<file path="src/rtl/isrf_pkg.sv">
// ----------------------------------------------------------------------------
// isrf_pkg
// Types and constants shared by the I2C slave register file core.
// ----------------------------------------------------------------------------
package isrf_pkg;

    // Bus event codes carried in the command field.
    localparam logic [2:0] CMD_START     = 3'd0;
    localparam logic [2:0] CMD_OVERFLOW  = 3'd1;
    localparam logic [2:0] CMD_STOP      = 3'd2;
    localparam logic [2:0] CMD_LOC_WRITE = 3'd3;
    localparam logic [2:0] CMD_LOC_READ  = 3'd4;

    // Configuration register indexes.
    localparam logic CFG_SLAVE_ADDR  = 1'b0;
    localparam logic CFG_WRITE_MASKS = 1'b1;

    // Bytes loaded into the shift register for the acknowledge bit.
    localparam logic [7:0] BYTE_ACK = 8'h00;
    localparam logic [7:0] BYTE_NAK = 8'h80;

    // Bus state codes as reported on bus_state.
    localparam logic [1:0] BUS_ADDR  = 2'd0;
    localparam logic [1:0] BUS_PTR   = 2'd1;
    localparam logic [1:0] BUS_READ  = 2'd2;
    localparam logic [1:0] BUS_WRITE = 2'd3;

    typedef enum logic [3:0] {
        LINK_ADDR  = 4'b0001,
        LINK_PTR   = 4'b0010,
        LINK_READ  = 4'b0100,
        LINK_WRITE = 4'b1000
    } t_link;

    typedef struct packed {
        logic [2:0] command;
        logic [7:0] data;
        logic [2:0] reg_index;
    } t_in;

    typedef struct packed {
        logic       shift_load;
        logic [7:0] shift_out;
        logic       drive_sda;
        logic       ack_phase_next;
        logic [1:0] bus_state;
        logic       stop_seen;
        logic [7:0] updates_reported;
        logic [7:0] read_value;
    } t_out;

    // One write into the register file: bits set in mask take data.
    typedef struct packed {
        logic       en;
        logic [2:0] addr;
        logic [7:0] data;
        logic [7:0] mask;
    } t_rf_wr;

endpackage

</file>
<file path="src/rtl/isrf_regfile.sv">
// ----------------------------------------------------------------------------
// isrf_regfile
// Bank of eight-bit registers with one bit-masked write port and one
// combinational read port.
// ----------------------------------------------------------------------------
module isrf_regfile #(
    parameter int NUM_REGS = 8
) (
    input  logic                 i_clk,
    input  logic                 i_rst_n,
    input  isrf_pkg::t_rf_wr     i_wr,
    input  logic [2:0]           i_rd_addr,
    output logic [7:0]           o_rd_data
);

    localparam int IDX_W = (NUM_REGS > 1) ? $clog2(NUM_REGS) : 1;

    logic [7:0] r_regs [NUM_REGS];

    always_ff @(posedge i_clk) begin
        if (!i_rst_n) begin
            for (int i = 0; i < NUM_REGS; i++) begin
                r_regs[i] <= '0;
            end
        end else if (i_wr.en) begin
            r_regs[i_wr.addr[IDX_W-1:0]] <=
                (r_regs[i_wr.addr[IDX_W-1:0]] & ~i_wr.mask) | (i_wr.data & i_wr.mask);
        end
    end

    assign o_rd_data = r_regs[i_rd_addr[IDX_W-1:0]];

endmodule

</file>
<file path="src/rtl/i2c_slave_register_file_core.sv">
// ----------------------------------------------------------------------------
// i2c_slave_register_file_core
// Byte-level I2C slave protocol engine with a small masked register file.
// ----------------------------------------------------------------------------
// Each bus event beat is captured in an input register, handled in one pass
// of logic against the link state and the register file, and written to a
// result register. The core accepts one beat per clock while results are
// taken; a beat waits in r_in and its result is registered in r_out. While a
// finished result waits to be taken, the input register holds at most one
// further beat, and the input then stalls until the result is taken. The
// single pass through the register file read port and write merge sets the
// one-beat-per-cycle figure. Configuration writes are always accepted.
module i2c_slave_register_file_core #(
    parameter int NUM_REGS = 8
) (
    input  logic            i_clk,
    input  logic            i_rst_n,

    input  logic            i_in_valid,
    output logic            o_in_ready,
    input  isrf_pkg::t_in   i_in,

    output logic            o_out_valid,
    input  logic            i_out_ready,
    output isrf_pkg::t_out  o_out,

    input  logic            i_cfg_valid,
    output logic            o_cfg_ready,
    input  logic            i_cfg_index,
    input  logic [63:0]     i_cfg_data
);

    localparam int IDX_W = (NUM_REGS > 1) ? $clog2(NUM_REGS) : 1;
    localparam logic [7:0]       LAST_REG = 8'(NUM_REGS - 1);
    localparam logic [IDX_W-1:0] LAST_OFF = IDX_W'(NUM_REGS - 1);
    localparam logic [3:0]       REG_COUNT = 4'(NUM_REGS);

    // Configuration
    logic [6:0]  r_slave_addr;
    logic [63:0] r_write_masks;

    // Pipeline registers
    logic            r_in_valid;
    isrf_pkg::t_in   r_in;
    logic            r_out_valid;
    isrf_pkg::t_out  r_out;
    isrf_pkg::t_out  n_out;

    // Protocol state
    isrf_pkg::t_link  r_link,   n_link;
    logic             r_post,   n_post;
    logic [IDX_W-1:0] r_offset, n_offset;
    logic [7:0]       r_count,  n_count;

    isrf_pkg::t_rf_wr rf_wr;
    logic [2:0]       rf_rd_addr;
    logic [7:0]       rf_rd_data;

    logic             advance;
    logic [IDX_W-1:0] offset_inc;
    logic [7:0]       cur_mask;
    logic             idx_ok;

    assign advance     = r_in_valid && (!r_out_valid || i_out_ready);
    assign o_in_ready  = !r_in_valid || advance;
    assign o_out_valid = r_out_valid;
    assign o_out       = r_out;
    assign o_cfg_ready = 1'b1;

    assign offset_inc = (r_offset == LAST_OFF) ? '0 : r_offset + IDX_W'(1);
    assign cur_mask   = r_write_masks[{3'(r_offset), 3'b000} +: 8];
    assign idx_ok     = {1'b0, r_in.reg_index} < REG_COUNT;

    // A local read addresses the register file by index; every other beat
    // uses the streaming offset.
    assign rf_rd_addr = (r_in.command == isrf_pkg::CMD_LOC_READ)
                      ? r_in.reg_index : 3'(r_offset);

    isrf_regfile #(
        .NUM_REGS (NUM_REGS)
    ) u_regfile (
        .i_clk     (i_clk),
        .i_rst_n   (i_rst_n),
        .i_wr      (rf_wr),
        .i_rd_addr (rf_rd_addr),
        .o_rd_data (rf_rd_data)
    );

    function automatic logic [1:0] link_code(isrf_pkg::t_link link);
        logic [1:0] code;
        unique case (link)
            isrf_pkg::LINK_ADDR:  code = isrf_pkg::BUS_ADDR;
            isrf_pkg::LINK_PTR:   code = isrf_pkg::BUS_PTR;
            isrf_pkg::LINK_READ:  code = isrf_pkg::BUS_READ;
            isrf_pkg::LINK_WRITE: code = isrf_pkg::BUS_WRITE;
            default:              code = isrf_pkg::BUS_ADDR;
        endcase
        return code;
    endfunction

    always_comb begin
        n_link   = r_link;
        n_post   = r_post;
        n_offset = r_offset;
        n_count  = r_count;
        n_out    = '0;
        rf_wr    = '0;

        unique case (r_in.command)
            isrf_pkg::CMD_START: begin
                n_link = isrf_pkg::LINK_ADDR;
                n_post = 1'b0;
            end
            isrf_pkg::CMD_OVERFLOW: begin
                if (!r_post) begin
                    // End of a data byte: answer with the acknowledge bit.
                    n_out.shift_load = 1'b1;
                    n_out.drive_sda  = 1'b1;
                    n_post           = 1'b1;
                    unique case (r_link)
                        isrf_pkg::LINK_ADDR: begin
                            if (r_in.data[7:1] != 7'd0 && r_in.data[7:1] != r_slave_addr) begin
                                n_out.shift_out = isrf_pkg::BYTE_NAK;
                            end else begin
                                n_out.shift_out = isrf_pkg::BYTE_ACK;
                                if (r_in.data[0]) begin
                                    n_link = isrf_pkg::LINK_READ;
                                end else begin
                                    n_link   = isrf_pkg::LINK_PTR;
                                    n_offset = '0;
                                end
                            end
                        end
                        isrf_pkg::LINK_PTR: begin
                            if (r_in.data > LAST_REG) begin
                                n_link          = isrf_pkg::LINK_ADDR;
                                n_out.shift_out = isrf_pkg::BYTE_NAK;
                            end else begin
                                n_link          = isrf_pkg::LINK_WRITE;
                                n_offset        = r_in.data[IDX_W-1:0];
                                n_out.shift_out = isrf_pkg::BYTE_ACK;
                            end
                        end
                        isrf_pkg::LINK_READ: begin
                            // The master acknowledges; the slave releases SDA.
                            n_out.shift_out = 8'h00;
                            n_out.drive_sda = 1'b0;
                        end
                        default: begin
                            if (cur_mask != 8'h00) begin
                                rf_wr.en   = 1'b1;
                                rf_wr.addr = 3'(r_offset);
                                rf_wr.data = r_in.data;
                                rf_wr.mask = cur_mask;
                                n_count    = r_count + 8'd1;
                            end
                            n_offset        = offset_inc;
                            n_out.shift_out = isrf_pkg::BYTE_ACK;
                        end
                    endcase
                end else begin
                    n_post = 1'b0;
                    if (r_link == isrf_pkg::LINK_READ) begin
                        if (r_in.data != 8'h00) begin
                            // The master NAKed: the read stream ends.
                            n_offset = '0;
                            n_link   = isrf_pkg::LINK_ADDR;
                        end else begin
                            n_out.shift_load = 1'b1;
                            n_out.drive_sda  = 1'b1;
                            n_out.shift_out  = rf_rd_data;
                            n_offset         = offset_inc;
                        end
                    end
                end
            end
            isrf_pkg::CMD_STOP: begin
                if (r_link == isrf_pkg::LINK_WRITE && r_count != 8'd0) begin
                    n_offset = '0;
                end
                n_link                 = isrf_pkg::LINK_ADDR;
                n_out.stop_seen        = 1'b1;
                n_out.updates_reported = r_count;
                n_count                = 8'd0;
            end
            isrf_pkg::CMD_LOC_WRITE: begin
                if (idx_ok) begin
                    rf_wr.en   = 1'b1;
                    rf_wr.addr = r_in.reg_index;
                    rf_wr.data = r_in.data;
                    rf_wr.mask = 8'hFF;
                end
            end
            isrf_pkg::CMD_LOC_READ: begin
                if (idx_ok) begin
                    n_out.read_value = rf_rd_data;
                end
            end
            default: begin
            end
        endcase

        n_out.ack_phase_next = n_post;
        n_out.bus_state      = link_code(n_link);

        // The register file only changes for a beat that is being handled.
        rf_wr.en = rf_wr.en && advance;
    end

    always_ff @(posedge i_clk) begin
        if (!i_rst_n) begin
            r_in_valid  <= 1'b0;
            r_out_valid <= 1'b0;
            r_link      <= isrf_pkg::LINK_ADDR;
            r_post      <= 1'b0;
            r_offset    <= '0;
            r_count     <= 8'd0;
        end else begin
            if (o_in_ready) begin
                r_in_valid <= i_in_valid;
            end
            if (advance) begin
                r_out_valid <= 1'b1;
                r_link      <= n_link;
                r_post      <= n_post;
                r_offset    <= n_offset;
                r_count     <= n_count;
            end else if (i_out_ready) begin
                r_out_valid <= 1'b0;
            end
        end
    end

    always_ff @(posedge i_clk) begin
        if (o_in_ready && i_in_valid) begin
            r_in <= i_in;
        end
        if (advance) begin
            r_out <= n_out;
        end
    end

    always_ff @(posedge i_clk) begin
        if (!i_rst_n) begin
            r_slave_addr  <= 7'd0;
            r_write_masks <= 64'd0;
        end else if (i_cfg_valid) begin
            unique case (i_cfg_index)
                isrf_pkg::CFG_SLAVE_ADDR:  r_slave_addr  <= i_cfg_data[6:0];
                isrf_pkg::CFG_WRITE_MASKS: r_write_masks <= i_cfg_data;
                default: begin
                end
            endcase
        end
    end

endmodule
</file>
<file path="config.mk">
export PLATFORM = sky130hd
export DESIGN_NAME = i2c_slave_register_file_core
export DESIGN_NICKNAME = d
export VERILOG_FILES = /design/src/rtl/isrf_pkg.sv /design/src/rtl/isrf_regfile.sv /design/src/rtl/i2c_slave_register_file_core.sv
export SDC_FILE = /design/constraint.sdc
export NUM_CORES = 1
export LEC_CHECK = 0
export ABC_AREA = 0
export BUFFER_PORTS_ARGS = -buffer_cell sky130_fd_sc_hd__buf_2
export CAP_MARGIN = 20
export CORE_MARGIN = 8
export CORE_UTILIZATION = 45
export DETAILED_ROUTE_END_ITERATION = 10
export HOLD_SLACK_MARGIN = 0.1
export PLACE_DENSITY = 0.72
export SYNTH_ARGS = -nofsm -noshare
export SYNTH_HDL_FRONTEND = slang
export SYNTH_HIERARCHICAL = 1
export SYNTH_SLANG_ARGS = --single-unit
</file>
<file path="constraint.sdc">
create_clock -name i_clk -period 4.4 [get_ports i_clk]
set_input_delay 0.88 -clock i_clk [delete_from_list [all_inputs] [get_ports i_clk]]
set_output_delay 0.88 -clock i_clk [all_outputs]
set_load 0.03 [all_outputs]
</file>
==> summary.txt <==
Hold path start: r_write_masks[18]
Main flop type after synthesis: edfxtp_1
Required time worst endpoint: 4.55 ns
TritonCTS Buffers: 17
Top cell type by total area after synthesis: edfxtp_1
CORE AREA: 22430 um^2
Area growth, synth to finish: 13.91%
Mapped Area: 10200 um^2
Fin nets: 1178
Die width: 166.6 um
Worst VDD drop: 0.2658 mV
Via density: 5.892
Vias in the first global route: 8048
Clk slew on worst S/H paths: 0.08 ns
CTS tree: yes
Seq/Total Area, Yosys: 49.26%
Grt ovf: 0
Arrival time worst endpoint: 4.25 ns
Fmax: 0.2440 GHz
Initial Utilization: 45.47%
Initial DRC Count: 749
Total Routed Length: 26620 um
Skew final: 0.01704 ns
IO Count: 117
Synth top area cells: edfxtp_1, dfxtp_1, a21oi_1, mux4_2, nand2_1
Post-layout util: 51.80%
WHS: 0.4656 ns
Distinct cells, synth: 71
Row cnt: 55
Final period utilization: 93.13%
CTS Buffer Depth: 2
Final setup violation count: 0
Minimum clock period: 4.098 ns
R2R cell count: 10
Cts hold-fix bufs: 0
Root Driver: clkbuf_16
Critical Path Start: r_offset[0]
Crit path max fanout: 14
TritonRoute pass-1 iters: 5
Pwr dens: 352.0 nW/um^2
Setup crit end kind: flop
Leakage power: 4.229 nW
Max-Cap Viols: 0
Avg WL per Cell: 19.18 um
Largest net degree at the start of global routing: 75
First-pass GRT wire length: 42450 um
Die ar.: 27740 um^2
Share of cells above drive strength 1: 24.66%
Post-synth net total: 1095
Crit Path Class: flop to flop
Hold path cells: 2
Antenna cells: 0
Initial antenna violation count: 0
Final hold violation count: 0
Post-Syn Area per Cell: 10.13 um^2
Max Slew Vio Count: 0
DRC viols: 0
GP Congestion: 0.8875
Cell count after synthesis: 1007
CTS Sinks: 197
Clk_lat worst skew: 0.45 ns
Tot GR Track Use: 18.92%
Final setup TNS: 0 ns
Crit Reg-Reg Startpoint: r_offset[0]
R2R setup slack: 0.30 ns
H-tree depth: 4
Hold EP: r_write_masks[18]
Power Total: 4.091 mW
Top cells by count, synth: nand2_1, a21oi_1, edfxtp_1
Die Ht: 166.6 um
Worst Tran Pin Value: 1.022 ns
Count leader, synth: nand2_1
RSZ-0062 raised after global routing: no
Slew margin rel.: 31.43%
Number of synthesized register bits: 197
IO buf count: 115
Syn. warnings: 6
Reg2reg end: u_regfile/r_regs[6][3]
Fraction of registers with async set or reset after synthesis: 0%
Post-synth EDFFs: 108
Post-DRT Antenna Nets: 0
Hpwl dp: 18660 um
Outcome: finished, final reports clean
Top cell type's share of synthesized area: 31.79%
Type of origin of the critical path: flop
Vias: 8178
Hold Crit Class: flop to flop
report_power, final:
part / leakage [nW] / internal (mW) / switching (mW)
clock network: 0.301 / 0.789 / 0.825
logic: 2.11 / 0.159 / 0.252
registers: 1.81 / 2.01 / 0.0555
final cells by class:
type                            instances  area [um^2]
Timing Repair Buffer                  145        813.3
Clock buffer                           17        425.4
Multi-Input combinational cell        714         4750
Clock inverter                         15        193.9
Fill cell                            2010        10810
Tap cell                              285        356.6
Inverter                               15        56.30
Sequential cell                       197         5025
layer usage:
metal / GRT usage (%) / wire length (um)
met5: 0 / 0
met1: 24.25 / 11260
met4: 8.030 / 672
met2: 30.01 / 12370
met3: 4.823 / 2307
worst max-delay path: stages (launching register included):
cell and delay [ns]:
dfxtp_1 0.45, buf_4 0.28, mux4_2 0.55, mux2i_4 0.19, o211ai_2 0.13, o31ai_2 0.32, buf_4 0.24, o22ai_1 0.21
nor2b_1 0.34, a222oi_1 0.92, a21oi_1 0.16
cells by family (layout without fill, tap and decap cells):
family | after synthesis | after routing | synth area share, %
muxes | 94 | 94 | 14.24
adders and majority gates | 4 | 4 | 0.4906
xor gates and xnor gates | 9 | 9 | 0.7728
AOI/OAI and AO/OA | 220 | 220 | 12.49
buffers and inverters | 96 | 192 | 4.354
DFF | 197 | 197 | 49.26
other | 1 | 1 | 0.03676
and+or+nand+nor | 386 | 386 | 18.36
worst max path at each step:
stage | endpoint | slack, ns
6_report | u_regfile/r_regs[6][3] | 0.30
5_1_grt | u_regfile/r_regs[6][3] | 0.01
4_1_cts | u_regfile/r_regs[6][6] | 0.27
3_5_place_dp | u_regfile/r_regs[6][6] | 0.29
3_3_place_gp | u_regfile/r_regs[3][6] | 0.51
2_1_floorplan | u_regfile/r_regs[0][5] | 0.82
registers in the layout, summed over array words and instances (netlist names):
name and flops:
u_regfile/r_regs 64, r_in 14, r_in_valid 1, o_out 30, r_count 8, o_out_valid 1, r_post 1, r_slave_addr 7
r_link 4, r_offset 3, r_write_masks 64
cells in the final DEF, fill, tap and decap left out, types with 5 or more instances in the layout:
cell type / n
nand2b_1: 15
a222oi_1: 8
nor3_1: 12
xnor2_1: 7
o21ai_0: 21
dfxtp_1: 89
nor2b_1: 5
mux2_2: 39
nand4_1: 5
inv_1: 13
a21oi_1: 149
buf_4: 29
nand3_1: 74
mux2i_1: 18
edfxtp_1: 108
mux4_2: 33
or4_1: 7
buf_2: 115
and2_1: 31
clkbuf_16: 17
nor2_1: 38
nand2_1: 162
nor4_1: 12
metrics by stage:
step	worst slack, ns	cell area (um^2)	std cells
CTS	0.2692	11570	1381
floorplan	0.8231	10200	1007
detailed placement	0.2946	10950	1349
global placement	0.5065	10950	1349
global route	0.01035	11620	1388
finish	0.3023	11620	1388
repair_timing:
item	CTS	global route
setup buffers	0	7
gates resized for setup	0	0
setup endpoints to repair	0	48
Power figures use the tool's default switching activity.
